File: src/rtl/core/qps_pkg.sv
// qps_pkg: shared types and constants for the quadrature position and speed unit
// used by qps_shared_unit and quadrature_position_speed_unit; no dependencies
`default_nettype none
package qps_pkg;

   // widths of the shared multiply / divide unit
   localparam int MUL_A_WIDTH  = 34;
   localparam int MUL_B_WIDTH  = 32;
   localparam int PROD_WIDTH   = MUL_A_WIDTH + MUL_B_WIDTH;
   localparam int DIVD_WIDTH   = 40;
   localparam int DIVS_WIDTH   = 16;
   localparam int STEP_WIDTH   = 6;

   // shared unit operations
   typedef enum logic {
      OP_MUL = 1'b0,
      OP_DIV = 1'b1
   } unit_op_type;

   // command word from the sequencer to the shared unit
   typedef struct packed {
      logic        start;
      unit_op_type op;
   } unit_cmd_type;

endpackage
`default_nettype wire

File: src/rtl/core/qps_shared_unit.sv
// qps_shared_unit: bit-serial shift-add multiplier and restoring divider
// one step per cycle; depends on qps_pkg
`default_nettype none
module qps_shared_unit (
   input  wire logic                            clock,
   input  wire logic                            reset,
   input  wire qps_pkg::unit_cmd_type           cmd,
   input  wire logic [qps_pkg::MUL_A_WIDTH-1:0] mul_a,
   input  wire logic [qps_pkg::MUL_B_WIDTH-1:0] mul_b,
   input  wire logic [qps_pkg::DIVD_WIDTH-1:0]  dividend,
   input  wire logic [qps_pkg::DIVS_WIDTH-1:0]  divisor,
   output logic                                 done,
   output logic [qps_pkg::PROD_WIDTH-1:0]       product,
   output logic [qps_pkg::DIVD_WIDTH-1:0]       quotient
);
   import qps_pkg::*;

   localparam logic [STEP_WIDTH-1:0] MUL_LAST = STEP_WIDTH'(MUL_B_WIDTH - 1);
   localparam logic [STEP_WIDTH-1:0] DIV_LAST = STEP_WIDTH'(DIVD_WIDTH - 1);

   logic                    busy_ff, busy_in;
   logic                    done_ff, done_in;
   unit_op_type             op_ff, op_in;
   logic [STEP_WIDTH-1:0]   cnt_ff, cnt_in;
   logic [MUL_A_WIDTH-1:0]  a_ff, a_in;
   logic [PROD_WIDTH-1:0]   prod_ff, prod_in;
   logic [DIVD_WIDTH-1:0]   quo_ff, quo_in;
   logic [DIVS_WIDTH-1:0]   rem_ff, rem_in;
   logic [DIVS_WIDTH-1:0]   dvs_ff, dvs_in;
   logic [MUL_A_WIDTH:0]    add_sum;
   logic [DIVS_WIDTH:0]     trial;
   logic [DIVS_WIDTH:0]     trial_diff;
   logic                    last_step;

   // one step of either operation
   always_comb begin
      add_sum    = prod_ff[0] ? ({1'b0, prod_ff[PROD_WIDTH-1:MUL_B_WIDTH]} + {1'b0, a_ff})
                              : {1'b0, prod_ff[PROD_WIDTH-1:MUL_B_WIDTH]};
      trial      = {rem_ff, quo_ff[DIVD_WIDTH-1]};
      trial_diff = trial - {1'b0, dvs_ff};
      last_step  = (op_ff == OP_MUL) ? (cnt_ff == MUL_LAST) : (cnt_ff == DIV_LAST);

      busy_in = busy_ff;
      done_in = 1'b0;
      op_in   = op_ff;
      cnt_in  = cnt_ff;
      a_in    = a_ff;
      prod_in = prod_ff;
      quo_in  = quo_ff;
      rem_in  = rem_ff;
      dvs_in  = dvs_ff;

      if (busy_ff) begin
         cnt_in = cnt_ff + 1'b1;
         if (op_ff == OP_MUL) begin
            prod_in = {add_sum, prod_ff[MUL_B_WIDTH-1:1]};
         end else if (trial >= {1'b0, dvs_ff}) begin
            rem_in = trial_diff[DIVS_WIDTH-1:0];
            quo_in = {quo_ff[DIVD_WIDTH-2:0], 1'b1};
         end else begin
            rem_in = trial[DIVS_WIDTH-1:0];
            quo_in = {quo_ff[DIVD_WIDTH-2:0], 1'b0};
         end
         if (last_step) begin
            busy_in = 1'b0;
            done_in = 1'b1;
         end
      end else if (cmd.start) begin
         busy_in = 1'b1;
         op_in   = cmd.op;
         cnt_in  = '0;
         a_in    = mul_a;
         prod_in = {{MUL_A_WIDTH{1'b0}}, mul_b};
         quo_in  = dividend;
         rem_in  = '0;
         dvs_in  = divisor;
      end
   end

   // control registers
   always_ff @(posedge clock) begin
      if (reset) begin
         busy_ff <= 1'b0;
         done_ff <= 1'b0;
      end else begin
         busy_ff <= busy_in;
         done_ff <= done_in;
      end
   end

   // datapath registers
   always_ff @(posedge clock) begin
      op_ff   <= op_in;
      cnt_ff  <= cnt_in;
      a_ff    <= a_in;
      prod_ff <= prod_in;
      quo_ff  <= quo_in;
      rem_ff  <= rem_in;
      dvs_ff  <= dvs_in;
   end

   assign done     = done_ff;
   assign product  = prod_ff;
   assign quotient = quo_ff;

   // done is raised only at the end of a running operation
   a_done_after_busy: assert property (@(posedge clock) disable iff (reset)
      done_ff |-> $past(busy_ff))
      else $error("done without a running operation");

   // a running divide keeps its remainder below the divisor
   a_rem_below_divisor: assert property (@(posedge clock) disable iff (reset)
      (busy_ff && op_ff == OP_DIV && cnt_ff != '0) |-> (rem_ff < dvs_ff))
      else $error("divider remainder out of range");

   // start is not issued while the unit is busy
   a_no_start_busy: assert property (@(posedge clock) disable iff (reset)
      busy_ff |-> !cmd.start)
      else $error("start while busy");

endmodule
`default_nettype wire

File: src/rtl/core/quadrature_position_speed_unit.sv
// quadrature_position_speed_unit: angle, frequency and speed from counter snapshots
// sequencer around one shared multiply / divide unit; depends on qps_pkg, qps_shared_unit
// steps: mechanical angle, electrical angle and frequency multiplies; on a timeout, fast speed
// multiplies; on a position event, a divide (skipped when the period is zero) and a multiply; then the result loads
// one word at a time, next word accepted in the cycle after the result register loads
// reset: synchronous, returns control and configuration registers to defaults and clears all held state
`default_nettype none
module quadrature_position_speed_unit #(
   parameter int COUNT_WIDTH     = 16,
   parameter int ANGLE_FRAC_BITS = 27
) (
   input  wire logic                   clock,
   input  wire logic                   reset,
   input  wire logic                   req_valid,
   output logic                        req_stall,
   input  wire logic [COUNT_WIDTH-1:0] req_position_count,
   input  wire logic                   req_count_up,
   input  wire logic                   req_unit_timeout,
   input  wire logic [COUNT_WIDTH-1:0] req_latched_count,
   input  wire logic                   req_position_event,
   input  wire logic [15:0]            req_capture_period,
   input  wire logic                   req_capture_overflow,
   output logic                        rsp_valid,
   input  wire logic                   rsp_stall,
   output logic                        rsp_direction_out,
   output logic signed [31:0]          rsp_mech_angle,
   output logic signed [31:0]          rsp_elec_angle,
   output logic signed [31:0]          rsp_elec_freq,
   output logic signed [31:0]          rsp_speed_fast,
   output logic signed [16:0]          rsp_rpm_fast,
   output logic [30:0]                 rsp_speed_slow,
   output logic signed [16:0]          rsp_rpm_slow,
   input  wire logic                   csr_valid,
   output logic                        csr_ready,
   input  wire logic [2:0]             csr_index,
   input  wire logic [39:0]            csr_data
);
   import qps_pkg::*;

   localparam int SS = 32 - ANGLE_FRAC_BITS;
   localparam int FS = ANGLE_FRAC_BITS - 16;
   localparam int RW = COUNT_WIDTH + 2;
   localparam longint TWO_PI_L = (64'd26986075409 + (64'd1 << (SS - 1))) >> SS;
   localparam logic signed [67:0] TWO_PI_Q = 68'(TWO_PI_L);
   localparam logic signed [67:0] SAT_HI   = 68'sd2147483647;
   localparam logic signed [67:0] SAT_LO   = -68'sd2147483648;
   localparam logic signed [65:0] ONE_T    = 66'sd1073741824;
   localparam logic [31:0]        ONE_Q30  = 32'd1073741824;
   localparam logic [31:0]        FREQ_GAIN = 32'd5230;

   // register indexes
   localparam logic [2:0] CSR_ANGLE_OFFSET = 3'd0;
   localparam logic [2:0] CSR_MECH_SCALE   = 3'd1;
   localparam logic [2:0] CSR_POLE_PAIRS   = 3'd2;
   localparam logic [2:0] CSR_SPEED_SCALE  = 3'd3;
   localparam logic [2:0] CSR_BASE_RPM     = 3'd4;

   typedef enum logic [9:0] {
      S_IDLE = 10'b0000000001,
      S_MECH = 10'b0000000010,
      S_ELEC = 10'b0000000100,
      S_FREQ = 10'b0000001000,
      S_NEWP = 10'b0000010000,
      S_OLDP = 10'b0000100000,
      S_RPMF = 10'b0001000000,
      S_DIV  = 10'b0010000000,
      S_RPMS = 10'b0100000000,
      S_OUT  = 10'b1000000000
   } state_type;

   // one wrap by 2*pi, then saturate to 32 bits
   function automatic logic signed [31:0] wrap_sat(input logic signed [67:0] x);
      logic signed [67:0] y;
      y = x;
      if (x > TWO_PI_Q) y = x - TWO_PI_Q;
      else if (x < -TWO_PI_Q) y = x + TWO_PI_Q;
      if (y > SAT_HI) return 32'sh7FFFFFFF;
      if (y < SAT_LO) return 32'sh80000000;
      return y[31:0];
   endfunction

   // saturate only
   function automatic logic signed [31:0] sat32(input logic signed [67:0] x);
      if (x > SAT_HI) return 32'sh7FFFFFFF;
      if (x < SAT_LO) return 32'sh80000000;
      return x[31:0];
   endfunction

   // apply a sign to a magnitude
   function automatic logic signed [67:0] signed_of(input logic neg, input logic [65:0] m);
      logic signed [67:0] v;
      v = $signed({2'b00, m});
      return neg ? -v : v;
   endfunction

   // configuration registers
   logic signed [15:0] angle_offset_ff;
   logic [31:0]        mech_scale_ff;
   logic [4:0]         pole_pairs_ff;
   logic [39:0]        speed_scale_ff;
   logic [15:0]        base_rpm_ff;

   // sequencer and captured word
   state_type              state_ff, state_in;
   logic                   issued_ff, issued_in;
   logic [COUNT_WIDTH-1:0] count_ff, count_in;
   logic                   up_ff, up_in;
   logic                   tmo_ff, tmo_in;
   logic [COUNT_WIDTH-1:0] latched_ff, latched_in;
   logic                   evt_ff, evt_in;
   logic [15:0]            per_ff, per_in;

   // working and held values
   logic signed [31:0]     mech_ff, mech_in;
   logic signed [31:0]     elec_ff, elec_in;
   logic signed [31:0]     freq_ff, freq_in;
   logic signed [31:0]     prev_elec_ff, prev_elec_in;
   logic [COUNT_WIDTH-1:0] prev_latched_ff, prev_latched_in;
   logic [63:0]            newp_ff, newp_in;
   logic signed [31:0]     held_speed_fast_ff, held_speed_fast_in;
   logic signed [16:0]     held_rpm_fast_ff, held_rpm_fast_in;
   logic [30:0]            held_speed_slow_ff, held_speed_slow_in;
   logic signed [16:0]     held_rpm_slow_ff, held_rpm_slow_in;

   // result word
   logic                   rsp_valid_ff, rsp_valid_in;
   logic                   o_dir_ff, o_dir_in;
   logic signed [31:0]     o_mech_ff, o_mech_in;
   logic signed [31:0]     o_elec_ff, o_elec_in;
   logic signed [31:0]     o_freq_ff, o_freq_in;
   logic signed [31:0]     o_sf_ff, o_sf_in;
   logic signed [16:0]     o_rf_ff, o_rf_in;
   logic [30:0]            o_ss_ff, o_ss_in;
   logic signed [16:0]     o_rs_ff, o_rs_in;

   // shared unit connections
   unit_cmd_type           cmd;
   logic [MUL_A_WIDTH-1:0] mul_a;
   logic [MUL_B_WIDTH-1:0] mul_b;
   logic                   unit_done;
   logic [PROD_WIDTH-1:0]  product;
   logic [DIVD_WIDTH-1:0]  quotient;

   // operand preparation
   logic signed [RW-1:0]   raw;
   logic [RW-1:0]          raw_mag;
   logic [31:0]            mech_mag;
   logic signed [32:0]     diff;
   logic [32:0]            diff_mag;
   logic [31:0]            sf_mag;
   logic [15:0]            per_eff;
   logic signed [65:0]     t_val;
   logic [65:0]            p_shift;

   always_comb begin
      raw      = $signed({2'b00, count_ff}) + RW'(angle_offset_ff);
      raw_mag  = raw[RW-1] ? RW'(-raw) : raw;
      mech_mag = mech_ff[31] ? 32'(-mech_ff) : mech_ff;
      diff     = 33'(elec_ff) - 33'(prev_elec_ff);
      diff_mag = diff[32] ? 33'(-diff) : diff;
      sf_mag   = held_speed_fast_ff[31] ? 32'(-held_speed_fast_ff) : held_speed_fast_ff;
      per_eff  = per_ff;
   end

   qps_shared_unit u_unit (
      .clock    (clock),
      .reset    (reset),
      .cmd      (cmd),
      .mul_a    (mul_a),
      .mul_b    (mul_b),
      .dividend (speed_scale_ff),
      .divisor  (per_eff),
      .done     (unit_done),
      .product  (product),
      .quotient (quotient)
   );

   // sequencer
   always_comb begin
      state_in           = state_ff;
      issued_in          = issued_ff;
      count_in           = count_ff;
      up_in              = up_ff;
      tmo_in             = tmo_ff;
      latched_in         = latched_ff;
      evt_in             = evt_ff;
      per_in             = per_ff;
      mech_in            = mech_ff;
      elec_in            = elec_ff;
      freq_in            = freq_ff;
      prev_elec_in       = prev_elec_ff;
      prev_latched_in    = prev_latched_ff;
      newp_in            = newp_ff;
      held_speed_fast_in = held_speed_fast_ff;
      held_rpm_fast_in   = held_rpm_fast_ff;
      held_speed_slow_in = held_speed_slow_ff;
      held_rpm_slow_in   = held_rpm_slow_ff;
      rsp_valid_in       = rsp_valid_ff && rsp_stall;
      o_dir_in           = o_dir_ff;
      o_mech_in          = o_mech_ff;
      o_elec_in          = o_elec_ff;
      o_freq_in          = o_freq_ff;
      o_sf_in            = o_sf_ff;
      o_rf_in            = o_rf_ff;
      o_ss_in            = o_ss_ff;
      o_rs_in            = o_rs_ff;
      cmd.start          = 1'b0;
      cmd.op             = OP_MUL;
      mul_a              = '0;
      mul_b              = '0;
      p_shift            = '0;
      t_val              = '0;

      case (state_ff)
         S_IDLE: begin
            if (req_valid) begin
               count_in   = req_position_count;
               up_in      = req_count_up;
               tmo_in     = req_unit_timeout;
               latched_in = req_latched_count;
               evt_in     = req_position_event;
               per_in     = req_capture_overflow ? 16'hFFFF : req_capture_period;
               state_in   = S_MECH;
            end
         end
         S_MECH: begin
            mul_a     = MUL_A_WIDTH'(raw_mag);
            mul_b     = mech_scale_ff;
            cmd.start = !issued_ff;
            p_shift   = 66'(product >> SS);
            if (unit_done) begin
               mech_in  = wrap_sat(signed_of(raw[RW-1], p_shift));
               state_in = S_ELEC;
            end
         end
         S_ELEC: begin
            mul_a     = MUL_A_WIDTH'(mech_mag);
            mul_b     = 32'(pole_pairs_ff);
            cmd.start = !issued_ff;
            if (unit_done) begin
               elec_in  = wrap_sat(signed_of(mech_ff[31], product));
               state_in = S_FREQ;
            end
         end
         S_FREQ: begin
            mul_a     = MUL_A_WIDTH'(diff_mag);
            mul_b     = FREQ_GAIN;
            cmd.start = !issued_ff;
            p_shift   = 66'(product >> FS);
            if (unit_done) begin
               freq_in      = sat32(signed_of(diff[32], p_shift));
               prev_elec_in = elec_ff;
               if (tmo_ff) state_in = S_NEWP;
               else if (evt_ff) state_in = S_DIV;
               else state_in = S_OUT;
            end
         end
         S_NEWP: begin
            mul_a     = MUL_A_WIDTH'(latched_ff);
            mul_b     = mech_scale_ff;
            cmd.start = !issued_ff;
            if (unit_done) begin
               newp_in  = 64'(product >> 2);
               state_in = S_OLDP;
            end
         end
         S_OLDP: begin
            mul_a     = MUL_A_WIDTH'(prev_latched_ff);
            mul_b     = mech_scale_ff;
            cmd.start = !issued_ff;
            p_shift   = 66'(product >> 2);
            t_val     = $signed({2'b00, newp_ff}) - $signed(p_shift);
            if (!up_ff && t_val > 66'sd0) t_val = t_val - ONE_T;
            else if (up_ff && t_val < 66'sd0) t_val = t_val + ONE_T;
            if (t_val > ONE_T) t_val = ONE_T;
            else if (t_val < -ONE_T) t_val = -ONE_T;
            if (unit_done) begin
               held_speed_fast_in = t_val[31:0];
               prev_latched_in    = latched_ff;
               state_in           = S_RPMF;
            end
         end
         S_RPMF: begin
            mul_a     = MUL_A_WIDTH'(sf_mag);
            mul_b     = 32'(base_rpm_ff);
            cmd.start = !issued_ff;
            p_shift   = 66'(product >> 30);
            if (unit_done) begin
               held_rpm_fast_in = held_speed_fast_ff[31] ? -$signed({1'b0, p_shift[15:0]})
                                                         : $signed({1'b0, p_shift[15:0]});
               state_in = evt_ff ? S_DIV : S_OUT;
            end
         end
         S_DIV: begin
            cmd.op = OP_DIV;
            if (per_ff == '0) begin
               held_speed_slow_in = 31'(ONE_Q30);
               state_in           = S_RPMS;
            end else begin
               cmd.start = !issued_ff;
               if (unit_done) begin
                  held_speed_slow_in = (quotient > 40'(ONE_Q30)) ? 31'(ONE_Q30)
                                                                 : quotient[30:0];
                  state_in = S_RPMS;
               end
            end
         end
         S_RPMS: begin
            mul_a     = MUL_A_WIDTH'(held_speed_slow_ff);
            mul_b     = 32'(base_rpm_ff);
            cmd.start = !issued_ff;
            p_shift   = 66'(product >> 30);
            if (unit_done) begin
               held_rpm_slow_in = up_ff ? $signed({1'b0, p_shift[15:0]})
                                        : -$signed({1'b0, p_shift[15:0]});
               state_in = S_OUT;
            end
         end
         S_OUT: begin
            if (!rsp_valid_ff || !rsp_stall) begin
               rsp_valid_in = 1'b1;
               o_dir_in     = up_ff;
               o_mech_in    = mech_ff;
               o_elec_in    = elec_ff;
               o_freq_in    = freq_ff;
               o_sf_in      = held_speed_fast_ff;
               o_rf_in      = held_rpm_fast_ff;
               o_ss_in      = held_speed_slow_ff;
               o_rs_in      = held_rpm_slow_ff;
               state_in     = S_IDLE;
            end
         end
         default: state_in = S_IDLE;
      endcase

      // track the outstanding unit operation
      if (cmd.start) issued_in = 1'b1;
      if (unit_done) issued_in = 1'b0;
   end

   // control and held state
   always_ff @(posedge clock) begin
      if (reset) begin
         state_ff           <= S_IDLE;
         issued_ff          <= 1'b0;
         rsp_valid_ff       <= 1'b0;
         prev_elec_ff       <= '0;
         prev_latched_ff    <= '0;
         held_speed_fast_ff <= '0;
         held_rpm_fast_ff   <= '0;
         held_speed_slow_ff <= '0;
         held_rpm_slow_ff   <= '0;
      end else begin
         state_ff           <= state_in;
         issued_ff          <= issued_in;
         rsp_valid_ff       <= rsp_valid_in;
         prev_elec_ff       <= prev_elec_in;
         prev_latched_ff    <= prev_latched_in;
         held_speed_fast_ff <= held_speed_fast_in;
         held_rpm_fast_ff   <= held_rpm_fast_in;
         held_speed_slow_ff <= held_speed_slow_in;
         held_rpm_slow_ff   <= held_rpm_slow_in;
      end
   end

   // payload registers
   always_ff @(posedge clock) begin
      count_ff   <= count_in;
      up_ff      <= up_in;
      tmo_ff     <= tmo_in;
      latched_ff <= latched_in;
      evt_ff     <= evt_in;
      per_ff     <= per_in;
      mech_ff    <= mech_in;
      elec_ff    <= elec_in;
      freq_ff    <= freq_in;
      newp_ff    <= newp_in;
      o_dir_ff   <= o_dir_in;
      o_mech_ff  <= o_mech_in;
      o_elec_ff  <= o_elec_in;
      o_freq_ff  <= o_freq_in;
      o_sf_ff    <= o_sf_in;
      o_rf_ff    <= o_rf_in;
      o_ss_ff    <= o_ss_in;
      o_rs_ff    <= o_rs_in;
   end

   // configuration writes
   always_ff @(posedge clock) begin
      if (reset) begin
         angle_offset_ff <= '0;
         mech_scale_ff   <= 32'd6746518;
         pole_pairs_ff   <= 5'd2;
         speed_scale_ff  <= '0;
         base_rpm_ff     <= 16'd1800;
      end else if (csr_valid) begin
         case (csr_index)
            CSR_ANGLE_OFFSET: angle_offset_ff <= $signed(csr_data[15:0]);
            CSR_MECH_SCALE:   mech_scale_ff   <= csr_data[31:0];
            CSR_POLE_PAIRS:   pole_pairs_ff   <= csr_data[4:0];
            CSR_SPEED_SCALE:  speed_scale_ff  <= csr_data;
            CSR_BASE_RPM:     base_rpm_ff     <= csr_data[15:0];
            default: ;
         endcase
      end
   end

   assign csr_ready         = 1'b1;
   assign req_stall         = (state_ff != S_IDLE);
   assign rsp_valid         = rsp_valid_ff;
   assign rsp_direction_out = o_dir_ff;
   assign rsp_mech_angle    = o_mech_ff;
   assign rsp_elec_angle    = o_elec_ff;
   assign rsp_elec_freq     = o_freq_ff;
   assign rsp_speed_fast    = o_sf_ff;
   assign rsp_rpm_fast      = o_rf_ff;
   assign rsp_speed_slow    = o_ss_ff;
   assign rsp_rpm_slow      = o_rs_ff;

   // an accepted word starts the angle computation
   a_accept_starts: assert property (@(posedge clock) disable iff (reset)
      (req_valid && !req_stall) |=> (state_ff == S_MECH))
      else $error("accepted word did not start");

   // slow speed never exceeds one per unit
   a_slow_capped: assert property (@(posedge clock) disable iff (reset)
      held_speed_slow_ff <= 31'(ONE_Q30))
      else $error("slow speed above one");

   // fast speed stays within plus or minus one per unit
   a_fast_clamped: assert property (@(posedge clock) disable iff (reset)
      (held_speed_fast_ff <= $signed(ONE_Q30)) && (held_speed_fast_ff >= -$signed(ONE_Q30)))
      else $error("fast speed out of range");

   // unit results arrive only for an issued operation
   a_done_issued: assert property (@(posedge clock) disable iff (reset)
      unit_done |-> issued_ff)
      else $error("unit result without request");

endmodule
`default_nettype wire

File: config.mk
export PLATFORM = sky130hd
export DESIGN_NAME = quadrature_position_speed_unit
export DESIGN_NICKNAME = d
export VERILOG_FILES = /design/src/rtl/core/qps_pkg.sv /design/src/rtl/core/qps_shared_unit.sv /design/src/rtl/core/quadrature_position_speed_unit.sv
export SDC_FILE = /design/constraint.sdc
export NUM_CORES = 2
export LEC_CHECK = 0
export BUFFER_PORTS_ARGS = -buffer_cell sky130_fd_sc_hd__buf_2
export CORE_MARGIN = 2
export CORE_UTILIZATION = 30
export CTS_BUF_LIST = sky130_fd_sc_hd__clkbuf_16
export DETAILED_ROUTE_END_ITERATION = 12
export PLACE_DENSITY_LB_ADDON = 0.25
export RECOVER_POWER = 25
export SLEW_MARGIN = 20
export SYNTH_ARGS = -nofsm -noshare
export SYNTH_HDL_FRONTEND = slang
export SYNTH_HIERARCHICAL = 1
export SYNTH_SLANG_ARGS = --single-unit
export TNS_END_PERCENT = 5
File: constraint.sdc
create_clock -name clock -period 18.7 [get_ports clock]
set_clock_uncertainty 0.15 [all_clocks]
set_input_delay 3.74 -clock clock [delete_from_list [all_inputs] [get_ports clock]]
set_output_delay 3.74 -clock clock [all_outputs]
set_load 0.01 [all_outputs]
======== Word-level counts from Yosys, hierarchy flattened ========
Index checks and enable logic that the tools add are counted.
operators by class
  equal/unequal tests ..................... 29
  order comparisons ....................... 16
  multiplexer cells ....................... 98
  bitwise logic cells ..................... 1
  reductions and logical operators ........ 36
  add/sub/neg operators ................... 20
operator list
  kind                                                           count
  two-way mux 68 bit                                             11
  two-way mux 32 bit                                             16
  two-way mux 66 bit                                             6
  case mux 33 bit (7 select lines)                               1
  > comparator 68 x 32 -> 1 bit (second input constant)          3
  less-than comparator 68 x 32 -> 1 bit (second input constant)  3
  adder 68 x 31 -> 68 bit (second input constant)                2
  > comparator 68 x 31 -> 1 bit (second input constant)          2
  less-than comparator 68 x 31 -> 1 bit (second input constant)  2
  subtractor 68 x 31 -> 68 bit (second input constant)           2
  two-way mux 10 bit                                             13
  case mux 32 bit (4 select lines)                               1
  two-way mux 40 bit                                             3
  case mux 10 bit (10 select lines)                              1
  two-way mux 31 bit                                             3
  negation 55 -> 68 bit                                          1
  negation 61 -> 68 bit                                          1
  negation 66 -> 68 bit                                          1
  adder 65 x 32 -> 66 bit (second input constant)                1
  > comparator 66 x 32 -> 1 bit (second input constant)          1
  less-than comparator 66 x 31 -> 1 bit (second input constant)  1
  subtractor 65 x 32 -> 66 bit (second input constant)           1
  > comparator 65 x 1 -> 1 bit (second input constant)           1
  less-than comparator 65 x 1 -> 1 bit (second input constant)   1
  other kinds (51)                                               122
word-level totals
  logic and storage cells ................. 241
  output and inout port bits .............. 197
  flip-flop bits (word level) ............. 852
  input bits .............................. 100

======== Depth between registers and ports, before layout ========
  word-level depth ........................ 16
  mapped depth ............................ 30
  depth with buffers taken out ............ 24

======== Hierarchy ========
Netlist, hierarchy kept.
by module, submodules not included
  module                          area each (µm²)  sequential area each (µm²)  times used  cells each
  quadrature_position_speed_unit  51493.1          17486.8                     1           6217
  qps_shared_unit                 9843.2           5415.2                      1           807

======== Worst setup path after synthesis ========
OpenSTA, ideal clock, no wires.
  path type ............................... input -> register
  from .................................... input port rsp_stall
  to ...................................... register o_dir_ff, in the netlist rsp_direction_out, enable pin
  data arrival time ....................... 12.840 ns
  stages .................................. 1
  data required time ...................... 17.738 ns
  setup slack ............................. 4.898 ns
  library setup time ...................... 0.812 ns
  buffers on the path ..................... 0
  cells stage by stage .................... a21oi_1
on the way
  longest elaborated chain between the ends .. 3
ends and longest elaborated chain
  item                                  line                                   source
  start: declaration                    quadrature_position_speed_unit.sv:24   input wire logic rsp_stall,
  logical NOT 1 bit                     quadrature_position_speed_unit.sv:320  if (!rsp_valid_ff || !rsp_stall) begin
  logical OR 1 bit                      quadrature_position_speed_unit.sv:320
  AND reduction 2 bit (no source line)  --
  end signal: assignment                quadrature_position_speed_unit.sv:378  o_dir_ff <= o_dir_in;
  end: declaration                      quadrature_position_speed_unit.sv:127  logic o_dir_ff, o_dir_in;
No other way between the ends.
A chain may end at the register's enable or synchronous reset.

======== Worst setup path after layout ========
  from .................................... register u_unit.prod_ff[50], in the netlist u_unit/product[50]
  to ...................................... register held_speed_fast_ff[4]
on the way
  longest elaborated chain between the ends .. 9
  elaborated cells between the ends (all ways) .. 14
  classes of those cells .................. add/sub: 3; order compare: 4; mux: 5; reduce/logical: 2
ends and longest elaborated chain
  item                                   line                                   source
  start: declaration                     qps_shared_unit.sv:26                  logic [PROD_WIDTH-1:0] prod_ff, prod_in;
  start signal: assignment               qps_shared_unit.sv:96                  prod_ff <= prod_in;
  subtractor 64 x 64 -> 65 bit (*)       quadrature_position_speed_unit.sv:272  t_val = $signed({2'b00, newp_ff}) - $signed(p_shift);
  less-than comparator 65 x 1 -> 1 bit   quadrature_position_speed_unit.sv:274  else if (up_ff && t_val < 66'sd0) t_val = t_val + ONE_T;
  logical AND 1 bit                      quadrature_position_speed_unit.sv:274
  two-way mux 66 bit                     quadrature_position_speed_unit.sv:274
  two-way mux 66 bit (*)                 quadrature_position_speed_unit.sv:273  if (!up_ff && t_val > 66'sd0) t_val = t_val - ONE_T;
  two-way mux 66 bit (*)                 quadrature_position_speed_unit.sv:214  case (state_ff)
  less-than comparator 66 x 31 -> 1 bit  quadrature_position_speed_unit.sv:276  else if (t_val < -ONE_T) t_val = -ONE_T;
  two-way mux 32 bit                     quadrature_position_speed_unit.sv:276
  two-way mux 32 bit (*)                 quadrature_position_speed_unit.sv:275  if (t_val > ONE_T) t_val = ONE_T;
  end signal: assignment                 quadrature_position_speed_unit.sv:359  held_speed_fast_ff <= held_speed_fast_in;
  end: declaration                       quadrature_position_speed_unit.sv:120  logic signed [31:0] held_speed_fast_ff, held_speed_fast_in;
Every way passes the cells marked *; elsewhere a longest branch is shown, timed or not. The select of a mux whose other input is x is not followed.

==> flow_summary_export.csv <==
group,metric,value,unit
power,switchingPower,1325,uW
die,start_util,30.25,%
clock_tree,postCtsSetupBuffers,0,
final_layout,fill_cells,21180,
final_layout,drive_gt1_share,12.49,%
critical_path,crit_fanout,29,
critical_path,critical_path_class,"reg2reg",
synthesis,synth-xor-area-share,7.627,%
routing,dr.pass1.iters,7,
sta,hold_viol,0,
synthesis,muxShareOfSynthArea,2.330,%
critical_path,crit_chain,"clkbuf_1, clkinv_1, ha_1, a21oi_1, o21ai_0, a221oi_1, o2bb2ai_1, a21o_1, o41a_1, xor2_1, nor3_1, and4_1, a21oi_2, or3_1, a2111oi_0, nand4_1, nor4_1, a41oi_1, or3_2, o31ai_1",
global_route,antenna_found_initial,17,
sta,rsz0062_at_grt,"no",
final_layout,final_core_util,33.93,%
clock_tree,clock-sinks,852,
synthesis,syn_nets,7308,
sta,fin_tns_setup,0,ps
synthesis,yosys_most_used_dff,"edfxtp_1",
power,seq_power_share,44.2,%
synthesis,synth_warnings,6,
critical_path,r2r_start,"u_unit/product[50]",
critical_path,worstPathRequired,19230,ps
run_status,failed_checks,"capacitance limit, slew limit",
synthesis,synth_adder_area_share,3.815,%
routing,via_per_inst,6.009,
power,switching_share,28.29,%
critical_path,crit_buf_inv,2,
place,gp_congestion,1.030,
global_route,grt_overflow,0,
hold_path,min_path_type,"reg2reg",
place,dp_hpwl,237900,microns
sta,setup_viol,0,
sta,period_share,53.32,%
clock_tree,cts_hold_buf,0,
job,maxCapViolations,26,
power,power.leakage,0.02290,uW
sta,worst_pin_slew,3158,ps
critical_path,slowest_delay,1280,ps
critical_path,end_kind,"flip-flop",
global_route,grt_pass1_vias,55850,
critical_path,crit_arrival,10500,ps
routing,drt_iter0_markers,7163,
synthesis,synth_top_family_by_area,"simple AND/OR/NAND/NOR gates",
final_layout,regArea,22900,sq um
clock_tree,cts_buffers,97,
routing,wl_per_cell,30.53,microns
routing,drt-total-wl,302900,microns
power,comb_power_share,13.2,%
sta,max_freq,100.3,MHz
routing,postRouteAntennaNets,0,
critical_path,critPathSlowestCell,"clkbuf_1",
critical_path,cp_top_family,"compound AO/OA/AOI/OAI gates",
synthesis,syn_inst,7024,
clock_tree,clkTransAtPathRegs,60,ps
synthesis,syn-cell-area,61340,sq um
global_route,grt_pass1_wl,422600,microns
die,core,202700,sq um
synthesis,yosys.area_share.simple,23.49,%
sta,drv_slew,584,
power,p_per_area,68.09,nW/um^2
synthesis,avgSynthCellArea,8.732,sq um
clock_tree,cts_resized,0,
clock_tree,htreeDepth,3,
final_layout,multi_input_area,35950,sq um
final_layout,finalNetCount,7444,
run_status,status,"complete, but fails checks",
routing,vias,59610,
place,port_buffers,295,
power,p_int,3359,uW
die,die_h,456.2,microns
die,io_pins,297,
synthesis,ys_seq_elements,852,
critical_path,worstSetupStartpointType,"flip-flop",
synthesis,synth_compound_area_share,21.02,%
routing,route.detailed.drc,0,
critical_path,setup.worst_path.start,"u_unit/product[50]",
synthesis,synth-edff-count,584,
clock_tree,cts.path.max_buffers,3,
clock_tree,cts_tree,"done",
global_route,grt_max_degree,89,
die,die_width,456.2,microns
synthesis,yosysUniqueCellTypes,140,
die,num_rows,165,
sta,min_period,9971,ps
clock_tree,root_buffer,"clkbuf_16",
hold_path,hold_start,"freq_ff[18]",
sta,relSlewSlack,-110.6,%
synthesis,async_reset_ff_share,0,%
die,die_area,208100,sq um
final_layout,area_delta_synth_final,12.15,%
clock_tree,worstSkewPairLatency,800,ps
power,peakVddDrop,0.08548,mV
power,p_clk_share,42.6,%
global_route,grtUsageTotal,27.83,%
synthesis,ys_seq_area_share,37.34,%
-- cells in the mapped netlist (all sizes together) (29+ instances only) --
master,instances,area (sq um)
a211oi,96,760.7
a21o,79,596.8
a21oi,516,2616
a22oi,57,427.9
a31oi,71,450.4
and2,81,506.7
and3,75,469.2
and4,39,342.8
buf,137,825.8
clkbuf,261,980.9
dfxtp,268,5365
edfxtp,584,17540
ha,179,2240
inv,212,795.8
mux2,76,855.8
mux2i,55,550.5
nand2,821,3097
nand2b,52,325.3
nand3,188,958.4
nand3b,31,232.7
nand4,169,1104
nor2,607,2283
nor2b,43,276.5
nor3,222,1157
nor3b,29,234.0
nor4,176,1443
o211ai,53,416.7
o21a,47,352.8
o21ai,433,2328
o22ai,35,225.2
o31ai,73,595.6
or2,63,394.1
or3,76,490.5
or4,57,439.2
xnor2,405,3592
xor2,124,1086
-- power by group through the flow --
stage,combinational (uW),clock (uW),sequential (uW)
2_1_floorplan,380,0,2090
3_3_place_gp,603,0,2110
3_5_place_dp,600,0,2110
4_1_cts,604,2030,2070
5_1_grt,651,2110,2070
6_report,618,1990,2070
-- path summary, 6_finish.rpt --
| check | to | slack, ps | depth (start not counted) |
|---|---|---|---|
| setup / recovery | held_speed_fast_ff[4] | 8730 | 20 |
| hold / removal | rsp_elec_freq[18] | 270 | 0 |
| setup reg to reg | held_speed_fast_ff[4] | 8730 | 20 |
| hold reg to reg | rsp_elec_freq[18] | 270 | 0 |
-- per-layer routing --
layer	GRT usage (%)	routed length [microns]	vias up
li1	-	-	26600
met1	36.35	126800	29420
met2	43.50	134400	2946
met3	4.029	20710	640
met4	16.75	20940	10
met5	0	62	-
-- placed cells by master (no fill, tap or decap), drive strengths merged, types with 96 or more instances in the layout --
cell type	n
nand2	821
nor2	607
edfxtp	584
a21oi	516
o21ai	433
xnor2	405
buf	387
dfxtp	268
inv	242
nor3	222
nand3	188
ha	179
nor4	176
nand4	169
clkbuf	149
xor2	124
a211oi	96
-- final cells by class --
type / count / share of cell area (%)
inverters: 233 / 1.271
diodes: 4 / 0.01455
clock buffers: 101 / 3.674
clock inverters: 82 / 1.202
multi-input cells: 5541 / 52.26
repair buffers: 435 / 3.427
well taps: 2672 / 4.860
flip-flops and latches: 852 / 33.29
-- sequential cells by signal, indices dropped and copies added, names as in the netlist, 34 cells and up --
signal           cells
u_unit/quotient     40
speed_scale_ff      40
newp_ff             64
u_unit/product      66
u_unit/a_ff         34
-- logic make-up after synthesis --
family,after synthesis
compound gates,1900
xor+xnor,529
fa+ha+maj,184
buf+inv,631
flops,852
mux,132
other cells,2
simple gates,2794
-- per-stage QoR --
step / cells / area, sq um / power (uW) / hold slack [ps] / worst slack [ps]
after floorplan: 7024 / 61340 / 2471 / 250.3 / 4898
after CTS: 9916 / 68930 / 4705 / 273.2 / 9337
after global placement: 9732 / 65560 / 2713 / 257.9 / 9393
final: 9920 / 68790 / 4684 / 271.5 / 8729
after detailed placement: 9733 / 65580 / 2711 / 254.5 / 9368
after global routing: 9917 / 68780 / 4831 / 285.8 / 8582
Note: power is estimated with default switching activity, not from simulation.
